**config.mk**
```make
export PLATFORM = sky130hd
export DESIGN_NAME = home_computer_bank_decoder
export DESIGN_NICKNAME = d
export VERILOG_FILES = /design/src/design/hcbd_pkg.sv /design/src/design/hcbd_cfg.sv /design/src/design/hcbd_core.sv /design/src/design/hcbd_out_buf.sv /design/src/design/home_computer_bank_decoder.sv
export SDC_FILE = /design/constraint.sdc
export NUM_CORES = 1
export LEC_CHECK = 0
export ABC_CLOCK_PERIOD_IN_PS = 3100
export BUFFER_PORTS_ARGS = -buffer_cell sky130_fd_sc_hd__buf_2
export CAP_MARGIN = 40
export CORE_MARGIN = 2
export CORE_UTILIZATION = 51
export CTS_CLUSTER_SIZE = 40
export DETAILED_ROUTE_END_ITERATION = 7
export PLACE_DENSITY = 0.79
export SYNTH_ARGS = -nofsm -noshare
export SYNTH_HDL_FRONTEND = slang
export SYNTH_SLANG_ARGS = --single-unit
```
**constraint.sdc**
```tcl
create_clock -name i_clk -period 3.1 [get_ports i_clk]
set_input_delay 0.775 -clock i_clk [delete_from_list [all_inputs] [get_ports i_clk]]
set_output_delay 0.775 -clock i_clk [all_outputs]
set_load 0.05 [all_outputs]
```
**src/design/hcbd_pkg.sv**
```systemverilog
// ----------------------------------------------------------------------------
// hcbd_pkg
// Shared types and constants for the processor port and bank decoder.
// ----------------------------------------------------------------------------
`default_nettype none

package hcbd_pkg;

    // decoded target of one bus access
    typedef enum logic [3:0] {
        RG_RAM     = 4'd0,
        RG_VBANK   = 4'd1,
        RG_VB39    = 4'd2,
        RG_VB3F    = 4'd3,
        RG_BASIC   = 4'd4,
        RG_KERNAL  = 4'd5,
        RG_CHARGEN = 4'd6,
        RG_VIC     = 4'd7,
        RG_SID     = 4'd8,
        RG_COLOUR  = 4'd9,
        RG_CIA1    = 4'd10,
        RG_CIA2    = 4'd11,
        RG_EXP     = 4'd12,
        RG_IFACE   = 4'd13,
        RG_OPEN    = 4'd14,
        RG_PORT    = 4'd15
    } t_region;

    // configuration register indexes
    typedef enum logic [0:0] {
        CFG_EXPANSION = 1'b0,
        CFG_INTERFACE = 1'b1
    } t_cfg_index;

    localparam int unsigned APB_ADDR_W = 3;
    localparam int unsigned APB_DATA_W = 32;

    localparam logic [7:0]  PORT_DIR_RESET = 8'h00;
    localparam logic [7:0]  PORT_OUT_RESET = 8'hff;
    localparam logic [7:0]  PORT_MASK      = 8'h3f;
    localparam logic [7:0]  PORT_MASK_TAPE = 8'h2f;
    localparam logic [15:0] DMA_ADDR       = 16'hff00;
    localparam logic [5:0]  SUB_PAGE_39    = 6'h39;
    localparam logic [5:0]  SUB_PAGE_3F    = 6'h3f;

    typedef struct packed {
        logic        req_type;
        logic [15:0] address;
        logic [7:0]  write_data;
        logic [1:0]  video_bank;
        logic        tape_button;
    } t_in_item;

    typedef struct packed {
        t_region     target_region;
        logic [15:0] target_offset;
        logic [7:0]  port_read_data;
        logic        dma_trigger;
        logic [2:0]  bank_mode;
    } t_out_item;

    typedef struct packed {
        logic expansion_enable;
        logic interface_enable;
    } t_cfg;

endpackage

`default_nettype wire

```
**src/design/hcbd_cfg.sv**
```systemverilog
// ----------------------------------------------------------------------------
// hcbd_cfg
// Configuration registers behind an APB-style slave port.
// ----------------------------------------------------------------------------
`default_nettype none

module hcbd_cfg (
    input  wire logic                              i_clk,
    input  wire logic                              i_rst_n,
    input  wire logic                              psel,
    input  wire logic                              penable,
    input  wire logic                              pwrite,
    input  wire logic [hcbd_pkg::APB_ADDR_W-1:0]   paddr,
    input  wire logic [hcbd_pkg::APB_DATA_W-1:0]   pwdata,
    output logic      [hcbd_pkg::APB_DATA_W-1:0]   prdata,
    output logic                                   pready,
    output hcbd_pkg::t_cfg                         o_cfg
);
    import hcbd_pkg::*;

    logic       r_expansion_enable;
    logic       r_interface_enable;
    logic       w_write;
    t_cfg_index w_index;

    assign pready  = 1'b1;
    assign w_write = psel && penable && pwrite;
    assign w_index = t_cfg_index'(paddr[2]);

    // register writes in the access phase
    always_ff @(posedge i_clk) begin
        if (!i_rst_n) begin
            r_expansion_enable <= 1'b0;
            r_interface_enable <= 1'b0;
        end else if (w_write) begin
            unique case (w_index)
                CFG_EXPANSION: r_expansion_enable <= pwdata[0];
                CFG_INTERFACE: r_interface_enable <= pwdata[0];
                default: ;
            endcase
        end
    end

    // read back
    always_comb begin
        prdata = '0;
        unique case (w_index)
            CFG_EXPANSION: prdata[0] = r_expansion_enable;
            CFG_INTERFACE: prdata[0] = r_interface_enable;
            default: ;
        endcase
    end

    assign o_cfg.expansion_enable = r_expansion_enable;
    assign o_cfg.interface_enable = r_interface_enable;

endmodule

`default_nettype wire

```
**src/design/hcbd_core.sv**
```systemverilog
// ----------------------------------------------------------------------------
// hcbd_core
// Processor port registers and single-pass address decode of one access.
// ----------------------------------------------------------------------------
`default_nettype none

module hcbd_core (
    input  wire logic                i_clk,
    input  wire logic                i_rst_n,
    input  wire logic                i_accept,
    input  wire hcbd_pkg::t_in_item  i_item,
    input  wire hcbd_pkg::t_cfg      i_cfg,
    output hcbd_pkg::t_out_item      o_result
);
    import hcbd_pkg::*;

    logic [7:0]  r_dir;
    logic [7:0]  r_out;
    logic [7:0]  n_dir;
    logic [7:0]  n_out;
    logic [7:0]  w_page;
    logic [2:0]  w_mode;
    logic        w_is_port;
    logic        w_io_page;
    logic        w_io_mode;
    t_region     w_io_rg;
    logic [15:0] w_io_off;
    t_region     w_rg;
    logic [15:0] w_off;
    logic [7:0]  w_prd;
    logic        w_dma;

    assign w_page    = i_item.address[15:8];
    assign w_mode    = 3'(~r_dir | r_out);
    assign w_is_port = (i_item.address[15:1] == 15'd0);
    assign w_io_page = (w_page[7:4] == 4'hd);
    assign w_io_mode = (w_mode >= 3'd5);

    // port register update on a port write
    always_comb begin
        n_dir = r_dir;
        n_out = r_out;
        if (i_accept && w_is_port && i_item.req_type) begin
            if (i_item.address[0]) n_out = i_item.write_data;
            else                   n_dir = i_item.write_data;
        end
    end

    always_ff @(posedge i_clk) begin
        if (!i_rst_n) begin
            r_dir <= PORT_DIR_RESET;
            r_out <= PORT_OUT_RESET;
        end else begin
            r_dir <= n_dir;
            r_out <= n_out;
        end
    end

    // i/o space decode for pages d0..df
    always_comb begin
        w_io_rg  = RG_OPEN;
        w_io_off = {8'd0, i_item.address[7:0]};
        unique case (w_page[3:0]) inside
            [4'h0:4'h3]: begin
                w_io_rg  = RG_VIC;
                w_io_off = {6'd0, i_item.address[9:0]};
            end
            [4'h4:4'h7]: begin
                w_io_rg  = RG_SID;
                w_io_off = {6'd0, i_item.address[9:0]};
            end
            [4'h8:4'hb]: begin
                w_io_rg  = RG_COLOUR;
                w_io_off = {6'd0, i_item.address[9:0]};
            end
            4'hc: w_io_rg = RG_CIA1;
            4'hd: w_io_rg = RG_CIA2;
            4'hf: begin
                if (i_cfg.expansion_enable) begin
                    w_io_rg  = RG_EXP;
                    w_io_off = {12'd0, i_item.address[3:0]};
                end else if (i_cfg.interface_enable) begin
                    w_io_rg  = RG_IFACE;
                    w_io_off = {13'd0, i_item.address[2:0]};
                end
            end
            default: ;
        endcase
    end

    // region select for reads and writes
    always_comb begin
        w_rg  = RG_RAM;
        w_off = i_item.address;
        w_prd = 8'd0;
        w_dma = 1'b0;
        if (w_is_port) begin
            w_rg = RG_PORT;
            if (!i_item.req_type) begin
                if (i_item.address[0]) begin
                    w_prd = (r_out | ~r_dir)
                          & (i_item.tape_button ? PORT_MASK_TAPE : PORT_MASK);
                end else begin
                    w_prd = r_dir;
                end
            end
        end else if (i_item.req_type) begin
            if (w_io_page && w_io_mode) begin
                w_rg  = w_io_rg;
                w_off = w_io_off;
            end else if (w_page == 8'h00 || w_page == 8'hff) begin
                w_dma = (i_item.address == DMA_ADDR) && i_cfg.expansion_enable;
            end else if (w_page[7:6] == i_item.video_bank) begin
                if (w_page[5:0] == SUB_PAGE_39)      w_rg = RG_VB39;
                else if (w_page[5:0] == SUB_PAGE_3F) w_rg = RG_VB3F;
                else                                 w_rg = RG_VBANK;
            end
        end else begin
            if (w_page[7:5] == 3'b101 && w_mode[1:0] == 2'b11) begin
                w_rg  = RG_BASIC;
                w_off = {3'd0, i_item.address[12:0]};
            end else if (w_io_page && !w_mode[2] && w_mode[1:0] != 2'b00) begin
                w_rg  = RG_CHARGEN;
                w_off = {4'd0, i_item.address[11:0]};
            end else if (w_io_page && w_io_mode) begin
                w_rg  = w_io_rg;
                w_off = w_io_off;
            end else if (w_page[7:5] == 3'b111 && w_mode[1]) begin
                w_rg  = RG_KERNAL;
                w_off = {3'd0, i_item.address[12:0]};
            end
        end
    end

    assign o_result.target_region  = w_rg;
    assign o_result.target_offset  = w_off;
    assign o_result.port_read_data = w_prd;
    assign o_result.dma_trigger    = w_dma;
    assign o_result.bank_mode      = 3'(~n_dir | n_out);

endmodule

`default_nettype wire

```
**src/design/hcbd_out_buf.sv**
```systemverilog
// ----------------------------------------------------------------------------
// hcbd_out_buf
// Two-entry result buffer that decouples input accept from output stall.
// ----------------------------------------------------------------------------
`default_nettype none

module hcbd_out_buf (
    input  wire logic                 i_clk,
    input  wire logic                 i_rst_n,
    input  wire logic                 i_push,
    input  wire hcbd_pkg::t_out_item  i_data,
    output logic                      o_full,
    output logic                      o_valid,
    input  wire logic                 i_stall,
    output hcbd_pkg::t_out_item       o_data
);
    import hcbd_pkg::*;

    logic [1:0] r_count;
    logic [1:0] n_count;
    t_out_item  r_head;
    t_out_item  r_tail;
    logic       w_pop;

    assign o_valid = (r_count != 2'd0);
    assign o_full  = (r_count == 2'd2);
    assign o_data  = r_head;
    assign w_pop   = o_valid && !i_stall;

    // occupancy
    always_comb begin
        n_count = r_count;
        if (i_push && !w_pop)      n_count = r_count + 2'd1;
        else if (!i_push && w_pop) n_count = r_count - 2'd1;
    end

    always_ff @(posedge i_clk) begin
        if (!i_rst_n) r_count <= 2'd0;
        else          r_count <= n_count;
    end

    // entry movement, head only changes on pop or when empty
    always_ff @(posedge i_clk) begin
        if (i_push && !w_pop) begin
            if (r_count == 2'd0) r_head <= i_data;
            else                 r_tail <= i_data;
        end else if (i_push && w_pop) begin
            if (r_count == 2'd1) r_head <= i_data;
            else begin
                r_head <= r_tail;
                r_tail <= i_data;
            end
        end else if (w_pop) begin
            r_head <= r_tail;
        end
    end

endmodule

`default_nettype wire

```
**src/design/home_computer_bank_decoder.sv**
```systemverilog
// ----------------------------------------------------------------------------
// home_computer_bank_decoder
// Processor port and bank switching decode for one CPU bus access per item.
// ----------------------------------------------------------------------------
// Usage:
//   Input channel i_in_valid / o_in_stall / i_in_item carries one bus access
//   per item. Output channel o_out_valid / i_out_stall / o_out_item returns
//   the decoded region, offset, port read data, dma trigger and bank mode.
//   A result shows right after its accepting edge if no older result waits.
//   Throughput is one item per cycle while the buffer is not full; the
//   decode is a single pass of logic over the port registers and the item.
//   A two-entry result buffer sits at the output, so an item is still taken
//   while one result waits; o_in_stall rises only when both entries are full.
//   While the receiver stalls, the head result holds steady.
//   Port writes to addresses 0 and 1 update the port registers at accept.
//   Synchronous reset clears the buffer, sets the port direction to 0x00,
//   the port output to 0xff and both enables to 0.
//   The APB port (registers at byte 0 and 4) is written with no wait states.
// ----------------------------------------------------------------------------
`default_nettype none

module home_computer_bank_decoder (
    input  wire logic                              i_clk,
    input  wire logic                              i_rst_n,
    input  wire logic                              i_in_valid,
    output logic                                   o_in_stall,
    input  wire hcbd_pkg::t_in_item                i_in_item,
    output logic                                   o_out_valid,
    input  wire logic                              i_out_stall,
    output hcbd_pkg::t_out_item                    o_out_item,
    input  wire logic                              psel,
    input  wire logic                              penable,
    input  wire logic                              pwrite,
    input  wire logic [hcbd_pkg::APB_ADDR_W-1:0]   paddr,
    input  wire logic [hcbd_pkg::APB_DATA_W-1:0]   pwdata,
    output logic      [hcbd_pkg::APB_DATA_W-1:0]   prdata,
    output logic                                   pready
);
    import hcbd_pkg::*;

    t_cfg      w_cfg;
    t_out_item w_result;
    logic      w_accept;
    logic      w_full;

    assign o_in_stall = w_full;
    assign w_accept   = i_in_valid && !w_full;

    // configuration registers
    hcbd_cfg u_cfg (
        .i_clk   (i_clk),
        .i_rst_n (i_rst_n),
        .psel    (psel),
        .penable (penable),
        .pwrite  (pwrite),
        .paddr   (paddr),
        .pwdata  (pwdata),
        .prdata  (prdata),
        .pready  (pready),
        .o_cfg   (w_cfg)
    );

    // port registers and decode
    hcbd_core u_core (
        .i_clk    (i_clk),
        .i_rst_n  (i_rst_n),
        .i_accept (w_accept),
        .i_item   (i_in_item),
        .i_cfg    (w_cfg),
        .o_result (w_result)
    );

    // result buffer
    hcbd_out_buf u_out_buf (
        .i_clk   (i_clk),
        .i_rst_n (i_rst_n),
        .i_push  (w_accept),
        .i_data  (w_result),
        .o_full  (w_full),
        .o_valid (o_out_valid),
        .i_stall (i_out_stall),
        .o_data  (o_out_item)
    );

endmodule

`default_nettype wire

```
==> results.json <==
{
  "initial_core_util_pct": 52.5,
  "place_congestion": 0.959,
  "num_antenna_cells": 0,
  "synthTopCellsByCount": "edfxtp_1 (64), nand2_1 (37), buf_4 (33)",
  "drv_slew": 0,
  "yosysSeqAreaShare_pct": 56.2,
  "r2r-start": "u_out_buf.r_count[0]",
  "ff2ff_setup_slack_ns": 0.63,
  "worstPathMaxFanout": 9,
  "dp_hpwl_um": 5530,
  "synth_seq_cells": 82,
  "finalInstanceArea_um2": 4650,
  "syn_area_um2": 4060,
  "nets": 498,
  "synthArstFlopShare_pct": 0,
  "hold_buffers": 0,
  "grt_start_max_net_pins": 33,
  "tightest_slew_ns": 0.954,
  "synth.avg_cell_area_um2": 11.8,
  "cts_buffer_depth": 2,
  "power_density_nw_per_um2": 853,
  "grt_usage_pct": 18.8,
  "skew_ns": 0.00633,
  "rsz0062_at_grt": "false",
  "core-area_um2": 7730,
  "synth.most_common_cell": "edfxtp_1",
  "r2r_cells": 6,
  "crit_path_end": "u_out_buf.o_data[1]",
  "setup_violations": 0,
  "antenna_found_initial": 0,
  "status": "finished, final reports clean",
  "p_leak_nw": 1.86,
  "drc": 0,
  "die_y_um": 93.2,
  "io_buffers": 71,
  "yosysWarnings": 0,
  "die_w_um": 93.2,
  "worst_ep_arrival_time_ns": 2.74,
  "drt_iter0_markers": 136,
  "yosys-top-cells-area": "edfxtp_1 (47%), dfxtp_1 (8.9%), mux2_2 (6.7%)",
  "finalCoreUtilization_pct": 60.2,
  "vias": 2745,
  "hp-class": "register to register",
  "startpoint": "i_in_item[24]",
  "finalSetupTns_ns": 0,
  "place_area_um2": 4450,
  "ys.flop_type": "edfxtp_1",
  "area_growth_pct": 14.6,
  "syn_inst": 345,
  "post-route-min-period_ns": 2.63,
  "synth_cell_type_count": 51,
  "drive_gt1_share_pct": 30.4,
  "dr.pass1.iters": 4,
  "max_slew_margin_pct": 36.4,
  "drv_cap": 0,
  "cts_buffers": 9,
  "ant_nets": 0,
  "dp.cells": 514,
  "grt_pass1_vias": 2595,
  "ctsResizeCount": 0,
  "yosysTopAreaCellShare_pct": 47.3,
  "hold_viol_final": 0,
  "r2r_end": "u_out_buf.o_data[26]",
  "instances_no_fill": 530,
  "worst-setup-path-type": "input port to register",
  "boundaryPins": 137,
  "htreeDepth": 3,
  "yosys.area.top_type": "edfxtp_1",
  "fmax_mhz": 380,
  "worstSetupEndpointType": "register",
  "cts_root_buf": "clkbuf_8",
  "row_count": 32,
  "dieArea_um2": 8690,
  "wirelength_um": 7770,
  "worst_ep_required_time_ns": 3.21,
  "start_kind": "input port",
  "via_per_inst": 5.18,
  "grt_pass1_wl_um": 12500,
  "synth_edf_count": 64,
  "wl_per_cell_um": 14.7,
  "timing.final.ws_setup_ns": 0.472,
  "period_share_pct": 84.8,
  "detailedPlace.worstSlack_ns": 0.109,
  "max-vdd-ir-drop_mv": 0.333,
  "clk_latency_ns": 0.35,
  "post_cts_buffers": 0,
  "overflow": 0,
  "cts_tree": "yes",
  "cts.sinks": 82,
  "clkTransAtPathRegs_ns": 0.08
}
==> logic make-up (layout without fill, tap and decap cells) <==
group,after synthesis,after routing,synth area share (%)
AO/OA/AOI/OAI,37,37,6.35
XOR/XNOR,4,4,0.863
adder cells (fa/ha/maj),5,5,1.54
buffers and inverters,50,103,7.89
flip-flops,82,82,56.2
multiplexers,38,38,10.1
other,2,32,0.185
AND/OR/NAND/NOR,127,127,16.8
==> area by class of cell <==
type / instances / area (um^2)
Fill cell: 652 / 3080
Sequential cell: 82 / 2280
Multi-Input combinational cell: 243 / 1570
Timing Repair Buffer: 79 / 440
Clock buffer: 10 / 138
Tap cell: 102 / 128
Clock inverter: 6 / 65.1
Inverter: 8 / 30.0
==> flip-flops by register name (all words and copies together), names as in the netlist <==
signal,cells
u_out_buf.r_tail,32
u_core.r_dir,8
u_out_buf.o_data,32
u_out_buf.r_count,2
u_cfg.r_interface_enable,1
u_cfg.r_expansion_enable,1
u_core.r_out,6
==> metrics by stage <==
| stage | total power, mW | hold slack, ns |
|---|---|---|
| CTS | 4.00 | 0.480 |
| global route | 4.16 | 0.506 |
| global placement | 3.20 | 0.452 |
| finish | 3.97 | 0.479 |
| detailed placement | 3.23 | 0.460 |
| floorplan | 2.90 | 0.439 |
==> power by group <==
part           leakage, nW  total (mW)  switching [mW]  internal (mW)
combinational         1.01        1.53            1.16          0.374
clock                0.103       0.785           0.389          0.395
sequential           0.739        1.65          0.0696           1.58
total                 1.86        3.97            1.62           2.35
==> per-layer routing <==
layer	routed length (um)	global-route usage (%)	up-vias
met2	3810	30.4	89
met5	0	0	-
met4	117	6.99	0
li1	-	-	1337
met1	3330	24.6	1307
met3	507	4.75	12
==> worst max-delay path, stage by stage <==
cell and delay [ns]:
buf_2 0.13, or4_4 0.55, or4_4 0.64, a211oi_1 0.24, a21oi_1 0.09, mux2_2 0.29
==> cells in the final DEF (no fill, tap or decap), types with 4 or more instances in the layout <==
cell type / n
a211oi_1: 4
a21oi_1: 5
and2_1: 11
buf_2: 71
buf_4: 6
clkbuf_8: 10
conb_1: 32
dfxtp_1: 18
edfxtp_1: 64
ha_1: 5
inv_1: 8
mux2_2: 24
mux2i_1: 14
nand2_1: 37
nand3_1: 11
nand3b_1: 4
nor2_1: 21
nor2b_1: 13
nor4_1: 4
o21ai_0: 7
o31ai_1: 4
==> worst min-delay path by stage <==
stage,depth (start not counted),from,end
2_1_floorplan,2,u_core.r_out[4],u_core.r_out[4]
3_3_place_gp,2,u_core.r_out[5],u_core.r_out[5]
3_5_place_dp,2,u_core.r_out[4],u_core.r_out[4]
4_1_cts,2,u_core.r_out[4],u_core.r_out[4]
5_1_grt,2,u_core.r_out[4],u_core.r_out[4]
6_report,2,u_core.r_out[4],u_core.r_out[4]
Note: power is estimated with default switching activity, not from simulation.
